`src/design/murmur64_stream_hash_core_defines.svh`:
```
// assertion macros shared by the hash core
`ifndef MURMUR64_STREAM_HASH_CORE_DEFINES_SVH
`define MURMUR64_STREAM_HASH_CORE_DEFINES_SVH

// same-cycle implication, sampled on clk, off during rst
`define MMH_ASSERT_NOW(lbl, ante, cons) \
  lbl: assert property (@(posedge clk) disable iff (rst) (ante) |-> (cons)) \
    else $error("mmh check failed");

// next-cycle implication, sampled on clk, off during rst
`define MMH_ASSERT_NEXT(lbl, ante, cons) \
  lbl: assert property (@(posedge clk) disable iff (rst) (ante) |=> (cons)) \
    else $error("mmh check failed");

`endif

```
`src/design/mmh_pkg.sv`:
```
// types, constants and helper functions of the murmur64 hash core
package mmh_pkg;

  localparam logic [63:0] MUL_CONST  = 64'hc6a4a7935bd1e995;
  localparam int          SHIFT_R    = 47;
  localparam logic [3:0]  FULL_BYTES = 4'd8;

  localparam int QUEUE_DEPTH = 2;
  localparam int QPTR_W      = (QUEUE_DEPTH > 1) ? $clog2(QUEUE_DEPTH) : 1;
  localparam int QCNT_W      = $clog2(QUEUE_DEPTH + 1);

  localparam int TDATA_W = 104;

  typedef enum logic [1:0] {
    OP_FULL,
    OP_TAIL,
    OP_NONE
  } op_kind_t;

  typedef struct packed {
    logic [63:0] data;
    logic [31:0] length;
    op_kind_t    kind;
    logic        first;
    logic        last;
  } op_t;

  typedef struct packed {
    logic busy;
    logic emit;
    logic mul_busy;
  } bk_stat_t;

  function automatic logic [63:0] xorshift(input logic [63:0] x);
    return x ^ (x >> SHIFT_R);
  endfunction

  function automatic logic [63:0] tail_mask(input logic [3:0] nb);
    logic [63:0] m;
    for (int i = 0; i < 8; i++) begin
      m[i*8 +: 8] = (4'(i) < nb) ? 8'hFF : 8'h00;
    end
    return m;
  endfunction

endpackage

```
`src/design/mmh_front.sv`:
```
// front end: classifies each incoming request into a mixing operation
module mmh_front (
  input  logic             in_valid,
  output logic             in_ready,
  input  logic [63:0]      data_word,
  input  logic [3:0]       word_bytes,
  input  logic             first,
  input  logic             last,
  input  logic [31:0]      message_length,
  output logic             push,
  output mmh_pkg::op_t     push_op,
  input  logic             q_full
);
  import mmh_pkg::*;

  logic [3:0] nbytes;

  assign in_ready = !q_full;
  assign push     = in_valid && !q_full;

  // saturate byte count at a full word
  assign nbytes = (word_bytes > FULL_BYTES) ? FULL_BYTES : word_bytes;

  always_comb begin
    push_op.length = message_length;
    push_op.first  = first;
    push_op.last   = last;
    push_op.data   = data_word;
    if (!last || nbytes == FULL_BYTES) begin
      push_op.kind = OP_FULL;
    end else if (nbytes == 4'd0) begin
      push_op.kind = OP_NONE;
    end else begin
      push_op.kind = OP_TAIL;
      push_op.data = data_word & tail_mask(nbytes);
    end
  end

endmodule

```
`src/design/mmh_queue.sv`:
```
// short request queue between front end and back end
module mmh_queue (
  input  logic             clk,
  input  logic             rst,
  input  logic             push,
  input  mmh_pkg::op_t     push_op,
  output logic             full,
  output logic             q_valid,
  output mmh_pkg::op_t     q_op,
  input  logic             pop
);
  import mmh_pkg::*;

  op_t               entries [QUEUE_DEPTH];
  logic [QPTR_W-1:0] wr_ptr;
  logic [QPTR_W-1:0] rd_ptr;
  logic [QCNT_W-1:0] count;

  assign full    = (count == QCNT_W'(QUEUE_DEPTH));
  assign q_valid = (count != '0);
  assign q_op    = entries[rd_ptr];

  always_ff @(posedge clk) begin
    if (push) begin
      entries[wr_ptr] <= push_op;
    end
  end

  always_ff @(posedge clk) begin
    if (rst) begin
      wr_ptr <= '0;
      rd_ptr <= '0;
      count  <= '0;
    end else begin
      if (push) begin
        wr_ptr <= (wr_ptr == QPTR_W'(QUEUE_DEPTH - 1)) ? '0 : wr_ptr + 1'b1;
      end
      if (pop) begin
        rd_ptr <= (rd_ptr == QPTR_W'(QUEUE_DEPTH - 1)) ? '0 : rd_ptr + 1'b1;
      end
      if (push && !pop) begin
        count <= count + 1'b1;
      end else if (pop && !push) begin
        count <= count - 1'b1;
      end
    end
  end

endmodule

```
`src/design/mmh_mul.sv`:
```
// multi-cycle multiplier by the hash constant, one 32x32 partial product a cycle
module mmh_mul (
  input  logic        clk,
  input  logic        rst,
  input  logic        start,
  input  logic [63:0] operand,
  output logic [63:0] product,
  output logic        done,
  output logic        busy
);
  import mmh_pkg::*;

  typedef enum logic [1:0] {
    PH_LL,
    PH_LH,
    PH_HL
  } phase_t;

  localparam logic [31:0] M_LO = MUL_CONST[31:0];
  localparam logic [31:0] M_HI = MUL_CONST[63:32];

  logic [63:0] a;
  phase_t      phase;
  logic [31:0] mul_x;
  logic [31:0] mul_y;
  logic [63:0] pp;

  always_comb begin
    mul_x = a[31:0];
    mul_y = M_LO;
    case (phase)
      PH_LH:   mul_y = M_HI;
      PH_HL:   mul_x = a[63:32];
      default: ;
    endcase
    pp = mul_x * mul_y;
  end

  always_ff @(posedge clk) begin
    if (rst) begin
      busy  <= 1'b0;
      done  <= 1'b0;
      phase <= PH_LL;
    end else begin
      // pulse once the last partial product has been added
      done <= busy && !start && (phase == PH_HL);
      if (start) begin
        a     <= operand;
        busy  <= 1'b1;
        phase <= PH_LL;
      end else if (busy) begin
        unique case (phase)
          PH_LL: begin
            product <= pp;
            phase   <= PH_LH;
          end
          PH_LH: begin
            product <= product + {pp[31:0], 32'h0};
            phase   <= PH_HL;
          end
          PH_HL: begin
            product <= product + {pp[31:0], 32'h0};
            busy    <= 1'b0;
            phase   <= PH_LL;
          end
          default: phase <= PH_LL;
        endcase
      end
    end
  end

endmodule

```
`src/design/mmh_back.sv`:
```
// back end: mixing sequencer around the shared multiplier, plus result register
module mmh_back (
  input  logic               clk,
  input  logic               rst,
  input  logic [63:0]        seed,
  input  logic               q_valid,
  input  mmh_pkg::op_t       q_op,
  output logic               pop,
  output logic               out_valid,
  input  logic               out_ready,
  output logic [63:0]        out_data,
  output mmh_pkg::bk_stat_t  stat
);
  import mmh_pkg::*;

  typedef enum logic [2:0] {
    ST_IDLE,
    ST_SEED,
    ST_K1,
    ST_K2,
    ST_ACC,
    ST_FIN,
    ST_OUT
  } state_t;

  state_t      state;
  op_t         op_q;
  logic [63:0] acc;
  logic        mul_go;
  logic        mul_go_next;
  logic [63:0] mul_a;
  logic [63:0] mul_prod;
  logic        mul_done;
  logic        mul_busy;

  op_t         disp_op;
  logic [63:0] disp_acc;
  logic [63:0] d_acc;
  logic [63:0] d_a;
  state_t      d_state;
  logic        out_free;
  logic        emit;
  logic [63:0] fin_h;

  mmh_mul u_mul (
    .clk     (clk),
    .rst     (rst),
    .start   (mul_go),
    .operand (mul_a),
    .product (mul_prod),
    .done    (mul_done),
    .busy    (mul_busy)
  );

  assign pop      = (state == ST_IDLE) && q_valid;
  assign out_free = !out_valid || out_ready;
  assign fin_h    = xorshift(mul_prod);
  assign emit     = ((state == ST_FIN) && mul_done && out_free) ||
                    ((state == ST_OUT) && out_free);

  // next multiply starts on a new request or when a chained step finishes
  assign mul_go_next = ((state == ST_IDLE) && q_valid) ||
                       (mul_done && ((state == ST_SEED) || (state == ST_K1) ||
                                     (state == ST_K2) ||
                                     ((state == ST_ACC) && op_q.last)));

  assign stat.busy     = (state != ST_IDLE);
  assign stat.emit     = emit;
  assign stat.mul_busy = mul_busy;

  // start of the mixing work for an operation, from the seeded or carried accumulator
  always_comb begin
    disp_op  = (state == ST_IDLE) ? q_op : op_q;
    disp_acc = (state == ST_SEED) ? (seed ^ mul_prod) : acc;
    unique case (disp_op.kind)
      OP_FULL: begin
        d_acc   = disp_acc;
        d_a     = disp_op.data;
        d_state = ST_K1;
      end
      OP_TAIL: begin
        d_acc   = disp_acc ^ disp_op.data;
        d_a     = d_acc;
        d_state = ST_ACC;
      end
      default: begin
        d_acc   = disp_acc;
        d_a     = xorshift(disp_acc);
        d_state = ST_FIN;
      end
    endcase
  end

  always_ff @(posedge clk) begin
    if (rst) begin
      state     <= ST_IDLE;
      acc       <= '0;
      mul_go    <= 1'b0;
      out_valid <= 1'b0;
    end else begin
      mul_go    <= mul_go_next;
      out_valid <= emit || (out_valid && !out_ready);
      unique case (state)
        ST_IDLE: begin
          if (q_valid) begin
            op_q <= q_op;
            if (q_op.first) begin
              mul_a <= {32'h0, q_op.length};
              state <= ST_SEED;
            end else begin
              mul_a <= d_a;
              acc   <= d_acc;
              state <= d_state;
            end
          end
        end
        ST_SEED: begin
          if (mul_done) begin
            mul_a <= d_a;
            acc   <= d_acc;
            state <= d_state;
          end
        end
        ST_K1: begin
          if (mul_done) begin
            mul_a <= xorshift(mul_prod);
            state <= ST_K2;
          end
        end
        ST_K2: begin
          if (mul_done) begin
            mul_a <= acc ^ mul_prod;
            state <= ST_ACC;
          end
        end
        ST_ACC: begin
          if (mul_done) begin
            acc <= mul_prod;
            if (op_q.last) begin
              mul_a <= xorshift(mul_prod);
              state <= ST_FIN;
            end else begin
              state <= ST_IDLE;
            end
          end
        end
        ST_FIN: begin
          if (mul_done) begin
            acc <= fin_h;
            if (emit) begin
              out_data <= fin_h;
              state    <= ST_IDLE;
            end else begin
              state <= ST_OUT;
            end
          end
        end
        ST_OUT: begin
          if (emit) begin
            out_data <= acc;
            state    <= ST_IDLE;
          end
        end
        default: state <= ST_IDLE;
      endcase
    end
  end

endmodule

```
`src/design/murmur64_stream_hash_core.sv`:
```
// top level of the streaming murmur64a hash core
//
// usage
//   s_axis carries message requests: 64-bit little-endian words, byte count,
//   a first flag in tuser and tlast on the final word of a message. the word
//   flagged first also carries the message length, which seeds the hash as
//   seed xor (length * m). m_axis returns one 64-bit hash per message, after
//   the request that carries tlast. seed is loaded through cfg_wr_en and
//   cfg_wr_data while no message is in flight.
// mixing
//   every 64-bit multiply runs on one shared 32x32 multiplier over three
//   partial products. a full word needs three multiplies, a first request
//   adds one for the seed and a last request one more for the finaliser;
//   a tail-only last word needs one mixing multiply instead of three.
//   a two-entry request queue lets s_axis take requests while the back end
//   is still mixing, so input stalls only when that queue is full.
// reset and stall
//   rst (synchronous) clears the accumulator, the seed, the queue and the result
//   valid flag, not the result data. if m_axis_tready stays low the hash waits
//   in the result register and the back end holds the next hash until it is free.
module murmur64_stream_hash_core (
  input  logic        clk,
  input  logic        rst,
  // request channel
  input  logic        s_axis_tvalid,
  output logic        s_axis_tready,
  // from bit 0: data_word[63:0], word_bytes[67:64], message_length[99:68], zero pad
  input  logic [mmh_pkg::TDATA_W-1:0] s_axis_tdata,
  // from bit 0: first
  input  logic        s_axis_tuser,
  input  logic        s_axis_tlast,
  // result channel
  output logic        m_axis_tvalid,
  input  logic        m_axis_tready,
  // from bit 0: hash_value[63:0]
  output logic [63:0] m_axis_tdata,
  // seed register write
  input  logic        cfg_wr_en,
  input  logic [63:0] cfg_wr_data
);
  import mmh_pkg::*;

  `include "murmur64_stream_hash_core_defines.svh"

  logic [63:0] seed;
  logic        push;
  op_t         push_op;
  logic        q_full;
  logic        q_valid;
  op_t         q_op;
  logic        q_pop;
  bk_stat_t    bk_stat;

  // seed register; user must write it only while the core is idle; not enforced
  always_ff @(posedge clk) begin
    if (rst) begin
      seed <= '0;
    end else if (cfg_wr_en) begin
      seed <= cfg_wr_data;
    end
  end

  mmh_front u_front (
    .in_valid       (s_axis_tvalid),
    .in_ready       (s_axis_tready),
    .data_word      (s_axis_tdata[63:0]),
    .word_bytes     (s_axis_tdata[67:64]),
    .first          (s_axis_tuser),
    .last           (s_axis_tlast),
    .message_length (s_axis_tdata[99:68]),
    .push           (push),
    .push_op        (push_op),
    .q_full         (q_full)
  );

  mmh_queue u_queue (
    .clk     (clk),
    .rst     (rst),
    .push    (push),
    .push_op (push_op),
    .full    (q_full),
    .q_valid (q_valid),
    .q_op    (q_op),
    .pop     (q_pop)
  );

  mmh_back u_back (
    .clk       (clk),
    .rst       (rst),
    .seed      (seed),
    .q_valid   (q_valid),
    .q_op      (q_op),
    .pop       (q_pop),
    .out_valid (m_axis_tvalid),
    .out_ready (m_axis_tready),
    .out_data  (m_axis_tdata),
    .stat      (bk_stat)
  );

  // an accepted request is waiting in the queue on the next cycle
  `MMH_ASSERT_NEXT(a_push_fills_queue, s_axis_tvalid && s_axis_tready, q_valid)
  // the back end only takes a new request with the multiplier free
  `MMH_ASSERT_NOW(a_pop_mul_idle, q_pop, !bk_stat.mul_busy)
  // a finished hash shows up on the result channel next cycle
  `MMH_ASSERT_NEXT(a_emit_shows, bk_stat.emit, m_axis_tvalid)
  // a new result only ever comes from the finaliser
  `MMH_ASSERT_NOW(a_result_source, $rose(m_axis_tvalid), $past(bk_stat.emit))

endmodule

```
`config.mk`:
```
export PLATFORM = sky130hd
export DESIGN_NAME = murmur64_stream_hash_core
export DESIGN_NICKNAME = d
export VERILOG_FILES = /design/src/design/mmh_pkg.sv /design/src/design/mmh_front.sv /design/src/design/mmh_queue.sv /design/src/design/mmh_mul.sv /design/src/design/mmh_back.sv /design/src/design/murmur64_stream_hash_core.sv
export VERILOG_INCLUDE_DIRS = /design/src /design/src/design
export SDC_FILE = /design/constraint.sdc
export NUM_CORES = 2
export LEC_CHECK = 0
export BUFFER_PORTS_ARGS = -buffer_cell sky130_fd_sc_hd__clkbuf_2
export CORE_MARGIN = 2
export CORE_UTILIZATION = 39
export CTS_CLUSTER_SIZE = 25
export DETAILED_ROUTE_END_ITERATION = 6
export PLACE_DENSITY = 0.6
export SYNTH_ARGS = -nofsm -noshare
export SYNTH_HDL_FRONTEND = slang
export SYNTH_HIERARCHICAL = 1
export SYNTH_SLANG_ARGS = --single-unit
```
`constraint.sdc`:
```
create_clock -name clk -period 10.15 [get_ports clk]
set_clock_uncertainty 0.2 [all_clocks]
set_input_delay 1.5225 -clock clk [delete_from_list [all_inputs] [get_ports clk]]
set_output_delay 1.5225 -clock clk [all_outputs]
set_load 0.005 [all_outputs]
```
==> summary.md <==
| Metric | Value |
|---|---|
| Status | `complete, no violations` |
| Port Buffer Count | `236` |
| Worst Path Required | `roughly 10 ns` |
| FMAX | `approximately 100 MHz` |
| Worst path bufs/invs | `8` |
| Ports | `around 240` |
| Sum Neg Setup Slack | `0 ns` |
| Total GRT Usage | `24.83%` |
| Crit path max fanout | `25` |
| Root Buffer | `clkbuf_16` |
| Worst endpoint data arrival time | `around 10 ns` |
| Largest net degree at the start of global routing | `94` |
| Clock latency at the later pin of the worst-skew pair | `between 0.6 and 0.7 ns` |
| CP Launch Type | `register` |
| Yosys Warn Count | `6` |
| WL met1 | `roughly 84000 µm` |
| CP Class | `register to register` |
| Highest Signal Layer | `met4` |
| CTS tree | `built` |
| Most frequent cells in the layout | `inv_1, fa_1, edfxtp_1, ha_1, buf_4` |
| Number of placement rows | `143` |
| Nets | `between 7k and 8k` |
| Initial Util | `39.32%` |
| Final GP Congestion | `slightly below 1` |
| First-pass GRT wire length | `290100 µm` |
| Die Wd | `395.6 µm` |
| Post-CTS Hold Buffers | `0` |
| Core area | `152100 µm²` |
| Dpl hpwl | `153500 µm` |
| Post-Syn Area | `59810 µm²` |
| Final setup viols | `0` |
| Crit path max-delay family | `adder cells` |
| Residual DRC | `0` |
| TritonCTS Buffers | `61` |
| RSZ-0062 raised after global routing | `false` |
| Tcrit/Tclk final | `95.92%` |
| Most common cell after layout, fill and taps aside | `inv_1` |
| Initial antenna violation count | `3` |
| Post CTS Setup Buffer Count | `0` |
| Layout cell share with drive strength beyond 1 | `16.24%` |
| Avg WL per Cell | `24.71 µm` |
| Syn Inst Count | `5533` |
| Starting DRT DRC Count | `3672` |
| Vias in the first global route | `between 40k and 50k` |
| Worst slew pin tran | `1.256 ns` |
| Die area | `156500 µm²` |
| Clk buf depth | `3` |
| Max-slew violations | `0` |
| Max-Cap Viols | `0` |
| Vias after detailed routing | `43.06k` |
| WL met2 | `between 90000 and 100000 µm` |
| Die Ht | `slightly below 400 µm` |
| Final Hold Fails | `0` |
| Grt ovf | `0` |
| Critical Path Sink Type | `register` |
| Core Util, Final | `roughly 44%` |
| Slowest cell on the critical path | `fa_1` |
| Routed Antenna Nets | `0` |
| CTS H-tree depth | `2` |
| Detailed Route WL | `196700 µm` |
| CTS clk-pin slew, worst paths | `about 0.070 ns` |
| Metal3 WL | `13040 µm` |
| Area grow syn2layout | `12.01%` |
| Relative slew slack | `about 16%` |
| Most frequent CP cell | `fa_1` |
| CP max stage delay | `0.59 ns` |
| Min Clock Period, post-route | `9.736 ns` |
| Clock sink count | `665` |
| Router iterations before antenna repair | `6` |
| Avg Cell Area, Syn | `10.81 µm²` |
| Post-CTS Resized | `0` |
| DR vias/cell | `5.408` |
| Hold crit path type | `register to register` |
==> final timing paths <==
check / start / endpoint / slack [ns] / depth (start not counted)
setup / recovery: u_back/u_mul/phase[0]$_SDFFE_PN0P_ / u_back/u_mul/product[62]$_DFFE_PP_ / 0.41 / 34
hold / removal: u_back/mul_a[59]$_DFFE_PP_ / u_back/u_mul/a[59]$_DFFE_PP_ / 0.21 / 0
setup reg to reg: u_back/u_mul/phase[0]$_SDFFE_PN0P_ / u_back/u_mul/product[62]$_DFFE_PP_ / 0.41 / 34
hold reg to reg: u_back/mul_a[59]$_DFFE_PP_ / u_back/u_mul/a[59]$_DFFE_PP_ / 0.21 / 0
==> worst register-to-register path: cells and delay by family (launching register included) <==
| kind | cells | cell delay, ns |
|---|---|---|
| adder cells (fa/ha/maj) | 11 | 4.80 |
| AO/OA/AOI/OAI | 10 | 2.01 |
| buffers and inverters | 8 | 0.86 |
| multiplexers | 1 | 0.49 |
| XOR/XNOR | 2 | 0.49 |
| flip-flops | 1 | 0.36 |
| AND/OR/NAND/NOR | 2 | 0.35 |
==> per-stage QoR <==
stage	setup WS (ns)	cells	instance area (µm²)	hold WS, ns
6_report	0.4136	7962	66990	0.2136
5_1_grt	0.03153	7960	66990	0.2183
4_1_cts	0.3197	7960	66970	0.2113
3_5_place_dp	0.3936	7847	64900	0.2045
3_3_place_gp	0.5311	7847	64900	0.2025
2_1_floorplan	0.7708	5534	59810	0.2003
==> sequential cells by signal, indices dropped and copies added, names as in the netlist, named ones only <==
signal,cells
u_back/u_mul/done,1
u_back/state,3
u_queue/wr_ptr,1
u_back/acc,64
u_back/u_mul/phase,2
u_back/u_mul/product,64
u_back/out_data,64
u_back/out_valid,1
u_queue/count,2
u_queue/entries,200
u_back/mul_go,1
seed,64
u_back/op_q,67
u_back/u_mul/busy,1
u_back/mul_a,64
u_queue/rd_ptr,1
u_back/u_mul/a,64
==> metal layers <==
layer	global-route usage, %	vias to the layer above
met4	8.385	0
li1	-	19587
met3	2.865	261
met5	0	-
met1	34.08	21601
met2	40.75	1607
==> area by class of cell <==
cell class | instances | area, µm²
Clock inverter | 37 | 391.6
Multi-Input combinational cell | 3757 | 36830
Fill cell | 14450 | 85090
Timing Repair Buffer | 611 | 4055
Antenna cell | 2 | 5.005
Tap cell | 2030 | 2540
Sequential cell | 665 | 18550
Inverter | 784 | 2948
Clock buffer | 76 | 1674
Power is left out: the tool's default activity adds up to more than one toggle a clock period on the data nets, which glitch-free logic cannot reach.
